[config.mk]
export PLATFORM = sky130hd
export DESIGN_NAME = wildcard_star_pattern_matcher
export DESIGN_NICKNAME = d
export VERILOG_FILES = /design/src/hw/rtl/wspm_pkg.sv /design/src/hw/rtl/wspm_cell.sv /design/src/hw/rtl/wspm_skid.sv /design/src/hw/rtl/wildcard_star_pattern_matcher.sv
export SDC_FILE = /design/constraint.sdc
export NUM_CORES = 1
export LEC_CHECK = 0
export BUFFER_PORTS_ARGS = -buffer_cell sky130_fd_sc_hd__buf_2
export CORE_UTILIZATION = 50
export DETAILED_ROUTE_END_ITERATION = 10
export PLACE_DENSITY = 0.66
export SLEW_MARGIN = 20
export SYNTH_ARGS = -nofsm -noshare
export SYNTH_HDL_FRONTEND = slang
export SYNTH_SLANG_ARGS = --single-unit
[constraint.sdc]
create_clock -name clk -period 4.5 [get_ports clk]
set_clock_uncertainty 0.1 [all_clocks]
set_input_delay 0.675 -clock clk [delete_from_list [all_inputs] [get_ports clk]]
set_output_delay 0.675 -clock clk [all_outputs]
set_load 0.005 [all_outputs]
[src/hw/rtl/wspm_pkg.sv]
// Shared types and constants for the wildcard star pattern matcher.
// No dependencies; used by the cell, the result buffer and the top level.

package wspm_pkg;

	localparam int MAX_PATTERN = 32;
	localparam int LEN_W       = $clog2(MAX_PATTERN + 1);
	localparam int SYM_W       = 8;
	localparam int RES_W       = 2;
	localparam int OUT_W       = ((RES_W + 7) / 8) * 8;

	localparam logic [SYM_W-1:0] DOT_BYTE  = 8'h2E;
	localparam logic [SYM_W-1:0] STAR_BYTE = 8'h2A;

	typedef enum logic [1:0] {
		OP_START  = 2'd0,
		OP_APPEND = 2'd1,
		OP_TEXT   = 2'd2,
		OP_FINISH = 2'd3
	} op_t;

	// Broadcast to every cell of the chain.
	typedef struct packed {
		logic             clear;
		logic             text;
		logic             fresh;
		logic [SYM_W-1:0] sym;
	} cell_ctrl_t;

	// Result fields, matched in the low bit.
	typedef struct packed {
		logic overflow;
		logic matched;
	} result_t;

endpackage

[src/hw/rtl/wspm_cell.sv]
// One pattern position of the matcher chain: its byte, star mark and active bit.
// Depends on wspm_pkg; instantiated in a row by the top level.

module wspm_cell (
	input  logic                clk,
	input  logic                arst_n,
	input  wspm_pkg::cell_ctrl_t ctrl,
	input  logic                seed,
	input  logic                wr,
	input  logic                mark_set,
	input  logic                adv_in,
	input  logic                skip_in,
	output logic                adv_out,
	output logic                skip_out,
	output logic                act
);
	import wspm_pkg::*;

	logic [SYM_W-1:0] byte_q;
	logic             mark_q;
	logic             used_q;
	logic             act_q;

	logic act_eff;
	logic match;
	logic hit;
	logic raw;
	logic mark_eff;
	logic closed;

	always_comb begin
		// Right after a start item position zero is active before it is stored.
		act_eff  = act_q | (seed & ctrl.fresh);
		match    = used_q && ((byte_q == ctrl.sym) || (byte_q == DOT_BYTE));
		hit      = act_eff & match;
		raw      = (ctrl.text ? (hit & mark_q) : act_eff) | adv_in;
		mark_eff = mark_set | (mark_q & ~wr);
		closed   = raw | skip_in;
		skip_out = closed & mark_eff;
		adv_out  = ctrl.text & hit & ~mark_q;
		act      = act_eff;
	end

	always_ff @(posedge clk or negedge arst_n) begin
		if (!arst_n) begin
			act_q  <= 1'b0;
			mark_q <= 1'b0;
			used_q <= 1'b0;
		end else if (ctrl.clear) begin
			act_q  <= 1'b0;
			mark_q <= 1'b0;
			used_q <= 1'b0;
		end else begin
			act_q  <= closed;
			mark_q <= mark_eff;
			if (wr) begin
				used_q <= 1'b1;
			end
		end
	end

	always_ff @(posedge clk) begin
		if (wr) begin
			byte_q <= ctrl.sym;
		end
	end

endmodule

[src/hw/rtl/wspm_skid.sv]
// Two-entry result buffer: output register plus skid register.
// Depends on wspm_pkg for the result type.

module wspm_skid (
	input  logic              clk,
	input  logic              arst_n,
	input  logic              push,
	input  wspm_pkg::result_t push_data,
	output logic              full,
	output logic              out_valid,
	input  logic              out_ready,
	output wspm_pkg::result_t out_data
);
	import wspm_pkg::*;

	logic    out_valid_q;
	logic    skid_valid_q;
	result_t out_data_q;
	result_t skid_data_q;
	logic    load;

	assign load      = !out_valid_q || out_ready;
	assign full      = skid_valid_q;
	assign out_valid = out_valid_q;
	assign out_data  = out_data_q;

	always_ff @(posedge clk or negedge arst_n) begin
		if (!arst_n) begin
			out_valid_q  <= 1'b0;
			skid_valid_q <= 1'b0;
		end else if (load) begin
			if (skid_valid_q) begin
				out_valid_q  <= 1'b1;
				skid_valid_q <= 1'b0;
			end else begin
				out_valid_q <= push;
			end
		end else if (push) begin
			skid_valid_q <= 1'b1;
		end
	end

	always_ff @(posedge clk) begin
		if (load) begin
			out_data_q <= skid_valid_q ? skid_data_q : push_data;
		end else if (push) begin
			skid_data_q <= push_data;
		end
	end

endmodule

[src/hw/rtl/wildcard_star_pattern_matcher.sv]
// Top level of the wildcard star pattern matcher: control, cell chain, result buffer.
// Depends on wspm_pkg, wspm_cell and wspm_skid.
//
// Usage: items enter on the s_ channel. s_tuser carries the operation (start,
// append pattern byte, text byte, finish) and s_tdata the byte. A start item
// clears the job; pattern bytes follow, then text bytes; a finish item returns
// one result item on the m_ channel with matched in bit 0 and overflow in bit 1.
// Pattern bytes after the first text or finish item are ignored; bytes beyond the store
// set overflow and force matched low.
// Throughput: one item per cycle of any kind while s_tready is high. Every text byte is applied to all
// pattern positions at once; the star closure ripples through the row of cells
// in the same cycle, so the cell chain sets the clock, not the rate.
// Result: the result of a finish item is registered in the output register, or in the
// skid register while the output stalls, before m_tvalid shows it.
// Stall: an output register and a skid register hold up to two results; only
// when both are full does s_tready fall, and it rises again as soon as the
// receiver takes a result.
// Reset: the job is empty, as after a start item, and no result is pending.

module wildcard_star_pattern_matcher (
	input  logic                        clk,
	input  logic                        arst_n,
	input  logic                        s_tvalid,
	output logic                        s_tready,
	input  logic [wspm_pkg::SYM_W-1:0]  s_tdata,  // [7:0] symbol
	input  logic [1:0]                  s_tuser,  // [1:0] operation
	output logic                        m_tvalid,
	input  logic                        m_tready,
	output logic [wspm_pkg::OUT_W-1:0]  m_tdata   // [0] matched, [1] overflow, rest zero
);
	import wspm_pkg::*;

	logic             accept;
	op_t              op;
	logic             is_start;
	logic             is_text;
	logic             is_finish;
	logic             is_append;
	logic             full_len;
	logic             app_ok;

	logic [LEN_W-1:0] len_q;
	logic             started_q;
	logic             ovf_q;
	logic             fresh_q;
	logic             fin_q;
	logic             fin_raw;
	logic             fin_next;

	cell_ctrl_t       ctrl;
	logic             adv  [0:MAX_PATTERN];
	logic             skip [0:MAX_PATTERN+1];
	logic [MAX_PATTERN:0] act_vec;

	result_t          res;
	result_t          out_res;
	logic             buf_full;

	assign accept    = s_tvalid && s_tready;
	assign op        = op_t'(s_tuser);
	assign is_start  = accept && (op == OP_START);
	assign is_append = accept && (op == OP_APPEND) && !started_q;
	assign is_text   = accept && (op == OP_TEXT);
	assign is_finish = accept && (op == OP_FINISH);
	assign full_len  = (len_q == LEN_W'(MAX_PATTERN));
	assign app_ok    = is_append && !full_len;

	assign ctrl.clear = is_start;
	assign ctrl.text  = is_text;
	assign ctrl.fresh = fresh_q;
	assign ctrl.sym   = s_tdata;

	assign adv[0]  = 1'b0;
	assign skip[0] = 1'b0;
	assign skip[1] = 1'b0;

	for (genvar j = 0; j < MAX_PATTERN; j++) begin : g_cell
		logic wr;
		logic mark_set;

		assign wr       = app_ok && (len_q == LEN_W'(j));
		assign mark_set = app_ok && (s_tdata == STAR_BYTE) && (len_q == LEN_W'(j + 1));

		wspm_cell u_cell (
			.clk      (clk),
			.arst_n   (arst_n),
			.ctrl     (ctrl),
			.seed     ((j == 0) ? 1'b1 : 1'b0),
			.wr       (wr),
			.mark_set (mark_set),
			.adv_in   (adv[j]),
			.skip_in  (skip[j]),
			.adv_out  (adv[j+1]),
			.skip_out (skip[j+2]),
			.act      (act_vec[j])
		);
	end

	// The position past a full store has no byte; it is only ever entered.
	assign fin_raw  = (is_text ? 1'b0 : fin_q) | adv[MAX_PATTERN];
	assign fin_next = fin_raw | skip[MAX_PATTERN] | skip[MAX_PATTERN+1];
	assign act_vec[MAX_PATTERN] = fin_q;

	always_ff @(posedge clk or negedge arst_n) begin
		if (!arst_n) begin
			len_q     <= '0;
			started_q <= 1'b0;
			ovf_q     <= 1'b0;
			fresh_q   <= 1'b1;
			fin_q     <= 1'b0;
		end else begin
			fresh_q <= is_start;
			if (is_start) begin
				len_q     <= '0;
				started_q <= 1'b0;
				ovf_q     <= 1'b0;
				fin_q     <= 1'b0;
			end else begin
				fin_q <= fin_next;
				if (is_text || is_finish) begin
					started_q <= 1'b1;
				end
				if (app_ok) begin
					len_q <= len_q + LEN_W'(1);
				end
				if (is_append && full_len) begin
					ovf_q <= 1'b1;
				end
			end
		end
	end

	assign res.matched  = act_vec[len_q] && !ovf_q;
	assign res.overflow = ovf_q;

	wspm_skid u_skid (
		.clk       (clk),
		.arst_n    (arst_n),
		.push      (is_finish),
		.push_data (res),
		.full      (buf_full),
		.out_valid (m_tvalid),
		.out_ready (m_tready),
		.out_data  (out_res)
	);

	assign s_tready = !buf_full;
	assign m_tdata  = {{(OUT_W - RES_W){1'b0}}, out_res};

endmodule

==> results of run 1 <==
cell families after synthesis:
logic type,count (synthesis),synth area share (%)
other,1,0.02128
multiplexers,13,1.456
adder cells (fa/ha/maj),4,0.2841
flip-flops,368,59.66
AO/OA/AOI/OAI,182,7.137
buffers and inverters,104,2.983
XOR/XNOR,261,12.97
AND/OR/NAND/NOR,497,15.48
power by group through the flow:
stage	Sequential, mW	Clock (mW)	Combinational [mW]
after floorplan	3.74	0	0.288
after global placement	3.75	0	0.475
after detailed placement	3.75	0	0.480
after CTS	3.68	3.29	0.482
after global routing	3.68	3.44	0.519
final	3.68	3.24	0.480
worst register-to-register path: stages (launching register included):
cell,delay (ns)
sky130_fd_sc_hd__dfrtp_1,0.49
sky130_fd_sc_hd__nor4b_4,0.59
sky130_fd_sc_hd__nand2_2,0.33
sky130_fd_sc_hd__nor2_2,0.19
sky130_fd_sc_hd__buf_4,0.19
sky130_fd_sc_hd__o22a_1,0.19
sky130_fd_sc_hd__a21oi_1,0.05
sky130_fd_sc_hd__o21ai_1,0.29
sky130_fd_sc_hd__o2111ai_1,0.28
sky130_fd_sc_hd__a2111oi_2,0.41
sky130_fd_sc_hd__nor2_1,0.13
sky130_fd_sc_hd__and3_1,0.16
sky130_fd_sc_hd__a211o_1,0.26
per-layer routing:
layer	track usage, %	vias to the layer above	part of all wire (%)
met2	37.95	398	47
met3	3.560	72	6.1
met5	0	-	0
li1	-	5353	-
met4	8.002	0	2.5
met1	34.10	5844	45
sequential cells by signal (all words and copies together), names as in the netlist, 2 cells and up:
signal,cells
g_cell.u_cell.byte_q,256
g_cell.u_cell.used_q,32
u_skid.skid_data_q,2
g_cell.u_cell.mark_q,32
u_skid.out_data,2
len_q,6
g_cell.u_cell.act_q,32
final cells by class:
type | instances | area, um2 | area share [%]
Clock buffer | 58 | 1110 | 5.608
Clock inverter | 16 | 186.4 | 0.9420
Inverter | 34 | 127.6 | 0.6448
Multi-Input combinational cell | 963 | 6611 | 33.40
Sequential cell | 368 | 10510 | 53.11
Tap cell | 455 | 569.3 | 2.876
Timing Repair Buffer | 86 | 675.6 | 3.414
through the flow:
stage | hold WS, ns | cell area, um2 | cells | worst slack [ns]
finish | 0.06755 | 19790 | 1980 | 0.7182
global route | 0.1099 | 19790 | 1980 | 0.5333
CTS | 0.08370 | 19790 | 1980 | 0.7698
detailed placement | 0.3839 | 18500 | 1906 | 0.4878
global placement | 0.3725 | 18500 | 1906 | 0.4852
floorplan | 0.2794 | 17640 | 1435 | 0.9744
worst max-delay path by stage:
stage | end | slack, ns
floorplan | fin_q$_DFF_PN0_ | 0.97
global placement | g_cell[31].u_cell.act_q$_DFF_PN0_ | 0.49
detailed placement | fin_q$_DFF_PN0_ | 0.49
CTS | fin_q$_DFF_PN0_ | 0.77
global route | fin_q$_DFF_PN0_ | 0.53
finish | fin_q$_DFF_PN0_ | 0.72
layout by cell type (no fill, tap or decap), types with 11 or more instances in the layout:
cell / Yosys / layout
sky130_fd_sc_hd__edfxtp_1: 260 / 260
sky130_fd_sc_hd__xnor2_1: 217 / 217
sky130_fd_sc_hd__nor2_1: 156 / 156
sky130_fd_sc_hd__dfrtp_1: 107 / 107
sky130_fd_sc_hd__nand4_1: 84 / 84
sky130_fd_sc_hd__buf_4: 16 / 74
sky130_fd_sc_hd__nand2_1: 66 / 66
sky130_fd_sc_hd__o21ai_0: 45 / 45
sky130_fd_sc_hd__xor2_1: 44 / 44
sky130_fd_sc_hd__clkbuf_16: 0 / 41
sky130_fd_sc_hd__inv_1: 33 / 33
sky130_fd_sc_hd__and2_1: 24 / 24
sky130_fd_sc_hd__nand3_1: 24 / 24
sky130_fd_sc_hd__a21oi_1: 22 / 22
sky130_fd_sc_hd__nor4b_1: 20 / 20
sky130_fd_sc_hd__nor2b_1: 20 / 20
sky130_fd_sc_hd__and3_1: 17 / 17
sky130_fd_sc_hd__nor4_1: 17 / 17
sky130_fd_sc_hd__o22ai_1: 17 / 17
sky130_fd_sc_hd__nand4b_1: 15 / 15
sky130_fd_sc_hd__clkbuf_1: 21 / 15
sky130_fd_sc_hd__o21a_1: 13 / 13
sky130_fd_sc_hd__nand2b_1: 11 / 11
==> parameters.txt, run 1 <==
Parameter                              Value

Setup path
  Critical path buffers and inverters ... 1
  Critical path's top delay family ... compound AO/OA/AOI/OAI gates
  Required time of the critical path ... 4.83 ns
  Critical Path Start Type ... register
  Largest stage delay on the critical path ... 0.59 ns
  Max Fanout on Critical Path ... 13
  Worst Setup SP ... len_q[4]$_DFFE_PN0P_
  CP Cell Sequence ... nor4b_4, nand2_2, nor2_2, buf_4, o22a_1, a21oi_1, o21ai_1, o2111ai_1, a2111oi_2, nor2_1, and3_1, a211o_1
  Flop2flop setup slack ... 0.72 ns
  Worst endpoint data arrival time ... 4.11 ns
  Instance count on the critical path ... 12
  Crit end category ... register
  Reg-to-reg critical path startpoint ... len_q[4]$_DFFE_PN0P_
  Crit-path slowest cell ... sky130_fd_sc_hd__nor4b_4
  Worst flop-to-flop path endpoint ... fin_q$_DFF_PN0_
  Critical path class ... reg2reg
  Logic depth of the worst register-to-register path ... 12

Floorplanning
  Effective utilization at floorplan ... 50.88%
  Count of pins on the block boundary ... 24
  Std cell rows ... 68
  Die width ... 189.7 um
  Total die area ... 35990 um2
  Die Y-Extent ... 189.7 um
  Total core area ... 34630 um2

Pwr
  Sequential cell fraction of total power ... 49.8%
  Switching power total ... 1.619 mW
  Power per cell area ... 373.9 nW/um2
  Largest voltage drop on the vdd net ... 0.2948 mV
  Portion of total power attributed to the clock network ... 43.7%
  Overall Power ... 7.400 mW
  Sw Ratio ... 21.88%
  Static leakage power ... 6.950 nW
  Portion of total power attributed to combinational logic ... 6.5%
  Int Pwr ... 5.781 mW

Logic synthesis
  Most frequent cell after synthesis ... sky130_fd_sc_hd__edfxtp_1
  Post-synth top area share ... 44.32%
  Cell area after technology mapping ... 17620 um2
  Count of different cell masters after synthesis ... 84
  Synthesized area per cell ... 12.32 um2
  Area leader, netlist ... sky130_fd_sc_hd__edfxtp_1
  Synthesized netlist cell count ... 1430
  Number of flops mapped to enable cells by yosys ... 260
  Largest cells by area after synthesis ... sky130_fd_sc_hd__edfxtp_1, sky130_fd_sc_hd__dfrtp_1, sky130_fd_sc_hd__xnor2_1, sky130_fd_sc_hd__nor2_1, sky130_fd_sc_hd__nand4_1
  Seq cells post-synth ... 368
  Sequential-to-total area share from yosys stat ... 59.66%
  Fraction of registers with async set/reset ... 29.35%
  Commonest cells post-synth ... sky130_fd_sc_hd__edfxtp_1, sky130_fd_sc_hd__xnor2_1, sky130_fd_sc_hd__nor2_1
  Prevailing post-synth register cell ... sky130_fd_sc_hd__edfxtp_1
  Yosys warning count ... 0

CTS
  Clock buffers created by TritonCTS ... 40
  Clk sink count ... 368
  Number of buffers on the longest clock path ... 3
  Clock slew at reported path FFs ... 0.06 ns
  Source-to-sink clock delay at the later pin of the worst-skew pair ... 0.54 ns
  Cell chosen for the clock root ... sky130_fd_sc_hd__clkbuf_16
  H-tree level count ... 2
  CTS tree ... yes
  Postcts setup bufs ... 0
  Cells resized by post-CTS repair ... 0
  Number of hold-repair buffers added at the cts stage ... 0

Detailed routing
  Average wire per cell in the routed design ... 21.12 um
  Number of detailed-route iterations in the first pass ... 5
  Starting DRT DRC Count ... 1129
  Final routed wirelength across all metal layers ... 41810 um
  Average via count per standard cell ... 5.892
  Vias post-DR ... 11667
  Number of nets with antenna violations after routing ... 0
  DRC violations left ... 0

Placement
  Buffers added on ports ... 17
  Detailed-placement wirelength estimate ... 28830 um
  Routability cong. ... 0.9490

Final layout
  Fin util ... 57.15%
  Filler Cell Count ... 2800
  Signed area change from the synthesized netlist to the final layout ... 12.34%
  Antenna Cells ... 0
  Layout cell share with drive strength beyond 1 ... 11.93%
  Net count of the finished layout ... 1511

Timing
  Setup total negative slack ... 0 ns
  Tightest slew margin relative to the limit ... 41.64%
  Peak clock frequency supported by timing ... 0.2644 GHz
  Worst-Margin Slew ... 0.8722 ns
  Count of final setup violators ... 0
  Final min period ... 3.782 ns
  Unrepaired setup endpoints after global routing ... no
  Slew Viols, Final ... 0
  Ratio of final minimum period to clock period ... 84.04%
  Final hold viol count ... 0

Outcome
  Outcome ... finished, final reports clean

Min path
  Class of the worst hold path ... in2async

Global route
  Largest net degree at the start of global routing ... 49
  Global route total overflow ... 0
  Number of antenna violations at the first check in global routing ... 1
  First-pass GRT wire length ... 66560 um
  Global-route usage over all layers ... 24.01%
  Vias in the first global route ... 11762

Job
  Maxcap violations ... 0
Power figures use the tool's default switching activity.
==> inputs of run 2 (changes only) <==
Settings changed: ABC_AREA set to 1, PLACE_DENSITY 0.66 to 0.68.
Clock period 4.5 ns to 3.23 ns, I/O delays scaled along.
==> parameters.txt, run 2 <==
Parameter                              Value

Logic synthesis
  Yosys warning count ... 0 (unchanged)
  Commonest cells post-synth ... sky130_fd_sc_hd__edfxtp_1, sky130_fd_sc_hd__xnor2_1, sky130_fd_sc_hd__inv_1 (was sky130_fd_sc_hd__edfxtp_1, sky130_fd_sc_hd__xnor2_1, sky130_fd_sc_hd__nor2_1)
  Post-synth top area share ... 44.72% (was 44.32%)
  Count of different cell masters after synthesis ... 42 (was 84)
  Largest cells by area after synthesis ... sky130_fd_sc_hd__edfxtp_1, sky130_fd_sc_hd__dfrtp_1, sky130_fd_sc_hd__xnor2_1, sky130_fd_sc_hd__nand4_1, sky130_fd_sc_hd__inv_1 (was sky130_fd_sc_hd__edfxtp_1, sky130_fd_sc_hd__dfrtp_1, sky130_fd_sc_hd__xnor2_1, sky130_fd_sc_hd__nor2_1, sky130_fd_sc_hd__nand4_1)
  Prevailing post-synth register cell ... sky130_fd_sc_hd__edfxtp_1 (unchanged)
  Number of flops mapped to enable cells by yosys ... 260 (unchanged)
  Fraction of registers with async set/reset ... 29.35% (unchanged)
  Synthesized area per cell ... 11.04 um2 (was 12.32 um2)
  Area leader, netlist ... sky130_fd_sc_hd__edfxtp_1 (unchanged)
  Cell area after technology mapping ... 17460 um2 (was 17620 um2)
  Sequential-to-total area share from yosys stat ... 60.21% (was 59.66%)
  Synthesized netlist cell count ... 1581 (was 1430)
  Most frequent cell after synthesis ... sky130_fd_sc_hd__edfxtp_1 (unchanged)
  Seq cells post-synth ... 368 (unchanged)

Final layout
  Biggest register ... g_cell.u_cell.byte_q (unchanged)
  Non-filler instance count after layout ... 2350 (was 1980)
  Leading cell type in the layout, fill and taps excluded ... sky130_fd_sc_hd__buf_4 (was sky130_fd_sc_hd__edfxtp_1)
  Layout cell share with drive strength beyond 1 ... 22.96% (was 11.93%)
  Highest-count cells in the layout ignoring fill and taps ... sky130_fd_sc_hd__buf_4, sky130_fd_sc_hd__edfxtp_1, sky130_fd_sc_hd__xnor2_1 (was sky130_fd_sc_hd__edfxtp_1, sky130_fd_sc_hd__xnor2_1, sky130_fd_sc_hd__nor2_1)
  Flip-flop count of the largest register after layout ... 256 (unchanged)
  Antenna Cells ... 0 (unchanged)
  Net count of the finished layout ... 1883 (was 1511)
  Signed area change from the synthesized netlist to the final layout ... 23.46% (was 12.34%)

Setup path
  Worst endpoint data arrival time ... 4.19 ns (was 4.11 ns)
  Worst Setup SP ... len_q[0]$_DFFE_PN0P_ (was len_q[4]$_DFFE_PN0P_)
  Required time of the critical path ... 3.60 ns (was 4.83 ns)
  Critical path class ... reg2reg (unchanged)
  Crit end category ... register (unchanged)
  Max Fanout on Critical Path ... 3 (was 13)
  Reg-to-reg critical path startpoint ... len_q[0]$_DFFE_PN0P_ (was len_q[4]$_DFFE_PN0P_)
  Critical Path Start Type ... register (unchanged)

CTS
  CTS tree ... yes (unchanged)
  H-tree level count ... 2 (unchanged)
  Number of buffers on the longest clock path ... 3 (unchanged)
  Clock buffers created by TritonCTS ... 39 (was 40)
  Cell chosen for the clock root ... sky130_fd_sc_hd__clkbuf_16 (unchanged)
  Source-to-sink clock delay at the later pin of the worst-skew pair ... 0.54 ns (about the same)
  Clock slew at reported path FFs ... 0.06 ns (about the same)
  Clk sink count ... 368 (unchanged)

Placement
  Detailed-placement wirelength estimate ... 27770 um (was 28830 um)
  Buffers added on ports ... 17 (unchanged)
  Routability cong. ... 0.8870 (was 0.9490)
  Placed Instances ... 2186 (was 1906)

Global route
  Vias in the first global route ... 12897 (was 11762)
  Largest net degree at the start of global routing ... 63 (was 49)
  Number of antenna violations at the first check in global routing ... 0 (was 1)
  First-pass GRT wire length ... 66470 um (was 66560 um)
  Global-route usage over all layers ... 23.58% (was 24.01%)
  Global route total overflow ... 0 (unchanged)

Pwr
  Static leakage power ... 8.069 nW (was 6.950 nW)
  Power per cell area ... 486.9 nW/um2 (was 373.9 nW/um2)
  Largest voltage drop on the vdd net ... 0.4608 mV (was 0.2948 mV)

Timing
  Setup total negative slack ... -5.924 ns (was 0 ns)
  Ratio of final minimum period to clock period ... 118.1% (was 84.04%)
  Peak clock frequency supported by timing ... 0.2622 GHz (was 0.2644 GHz)
  Slew Viols, Final ... 0 (unchanged)
  Count of final setup violators ... 16 (was 0)
  Final hold viol count ... 0 (unchanged)
  Tightest slew margin relative to the limit ... 40.48% (was 41.64%)
  Unrepaired setup endpoints after global routing ... yes (was no)
  Worst-Margin Slew ... 0.8928 ns (was 0.8722 ns)
  Post-layout worst setup margin ... -0.5845 ns (was 0.7182 ns)
  Final min period ... 3.815 ns (was 3.782 ns)

Job
  Maxcap violations ... 0 (unchanged)

Floorplanning
  Effective utilization at floorplan ... 50.66% (was 50.88%)
  Total die area ... 35660 um2 (was 35990 um2)
  Std cell rows ... 68 (unchanged)
  Count of pins on the block boundary ... 24 (unchanged)
  Die Y-Extent ... 188.9 um (was 189.7 um)
  Total core area ... 34460 um2 (was 34630 um2)
  Die width ... 188.9 um (was 189.7 um)

Detailed routing
  Starting DRT DRC Count ... 862 (was 1129)
  Number of detailed-route iterations in the first pass ... 5 (unchanged)
  Vias post-DR ... 12723 (was 11667)
  DRC violations left ... 0 (unchanged)
  Number of nets with antenna violations after routing ... 0 (unchanged)
  Average via count per standard cell ... 5.414 (was 5.892)
  Average wire per cell in the routed design ... 17.80 um (was 21.12 um)
  Final routed wirelength across all metal layers ... 41820 um (was 41810 um)

Outcome
  Outcome ... finished, violations left (was finished, final reports clean)
  Failing checks ... negative setup slack

Min path
  Source of the worst hold timing path ... m_tready
  Class of the worst hold path ... in2reg (was in2async)
[run 2: cell types whose count changed in the layout (fill, tap and decap cells not counted), sizes merged, moves of 21 or more]
cell	before	now
buf	86	302
inv	36	179
nand2	67	165
o22ai	17	67
a21oi	22	67
xor2	44	0
xnor2	217	252
nand4	84	113
nor3	9	35
and2	24	0
nor2	158	135
nor4b	21	0
[run 2: cell families after synthesis]
group,Yosys count,share of synthesized area (%)
AO/OA/AOI/OAI,209,7.103
adder cells (fa/ha/maj),4,0.2867
XOR/XNOR,252,12.64
flip-flops,368,60.21
AND/OR/NAND/NOR,501,13.76
buffers and inverters,246,5.971
other,1,0.02148
[run 2: timing repair]
item                                    in CTS  in global routing
hold endpoints to repair                    59                  0
endpoints found under the setup margin       8                 19
gates resized for setup                     10                 56
buffers inserted                            87                 15
pin swaps                                    7                 11
hold buffers                                 1                  0
[run 2: layer usage]
layer / global-route usage (%) / routed length (um) / up-vias
li1: - / - / 6045
met1: 31.44 / 18220 / 6249
met2: 39.95 / 20530 / 345
met3: 3.225 / 2014 / 84
met4: 7.599 / 1056 / 0
met5: 0 / 0 / -
[run 2: per-stage QoR]
step                hold WS, ns  setup WS, ns  cell area (um2)  total power, mW  util, %
floorplan               0.08891       -0.2670            17560            5.718        -
global placement         0.3716       -0.5686            19360            6.087    56.19
detailed placement       0.3701       -0.5967            19360            6.108    56.19
CTS                      0.1015       -0.4069            21320            10.52    61.86
global route             0.1242       -0.7980            21550            10.83    62.55
finish                   0.1151       -0.5845            21550            10.49    62.55
[run 2: worst max-delay path, cell delays in order, from the launching register on]
cell and delay [ns]:
sky130_fd_sc_hd__dfrtp_2 0.42, sky130_fd_sc_hd__buf_4 0.13, sky130_fd_sc_hd__ha_1 0.15, sky130_fd_sc_hd__inv_2 0.05
sky130_fd_sc_hd__nor3_4 0.19, sky130_fd_sc_hd__buf_4 0.14, sky130_fd_sc_hd__nand3_2 0.07, sky130_fd_sc_hd__o21ai_2 0.10
sky130_fd_sc_hd__nand2_2 0.09, sky130_fd_sc_hd__buf_4 0.13, sky130_fd_sc_hd__buf_4 0.12, sky130_fd_sc_hd__buf_4 0.12
sky130_fd_sc_hd__buf_4 0.12, sky130_fd_sc_hd__buf_4 0.13, sky130_fd_sc_hd__buf_4 0.12, sky130_fd_sc_hd__buf_4 0.12
sky130_fd_sc_hd__buf_4 0.12, sky130_fd_sc_hd__buf_4 0.12, sky130_fd_sc_hd__buf_4 0.12, sky130_fd_sc_hd__buf_4 0.12
sky130_fd_sc_hd__buf_4 0.12, sky130_fd_sc_hd__buf_4 0.12, sky130_fd_sc_hd__buf_4 0.12, sky130_fd_sc_hd__buf_4 0.12
sky130_fd_sc_hd__buf_4 0.12, sky130_fd_sc_hd__buf_4 0.12, sky130_fd_sc_hd__buf_4 0.13, sky130_fd_sc_hd__a21oi_2 0.12
[run 2: path summary, 6_finish.rpt]
kind	to	slack (ns)	cells after the start
min reg2reg	u_skid.skid_data_q[1]$_DFFE_PP_	0.38	0
max reg2reg	g_cell[2].u_cell.act_q$_DFF_PN0_	-0.58	27
min in group asynchronous	g_cell[26].u_cell.act_q$_DFF_PN0_	0.50	2
min	u_skid.full$_DFFE_PN0P_	0.12	4
max in group asynchronous	g_cell[9].u_cell.mark_q$_DFF_PN0_	1.63	3
max	g_cell[2].u_cell.act_q$_DFF_PN0_	-0.58	27
[run 2: final cells by class]
cell class	count	area, um2
repair buffers	303	2364
multi-input cells	972	6160
clock buffers	52	1045
flip-flops and latches	368	10510
well taps	455	569.3
fillers	2597	12910
clock inverters	19	207.7
inverters	181	693.2
[run 2: report_power, final]
group	internal [mW]	switching [mW]	leakage [nW]	total (mW)
sequential	5.11	0.0250	3.83	5.13
clock	2.60	1.81	0.602	4.42
combinational	0.379	0.564	3.63	0.942
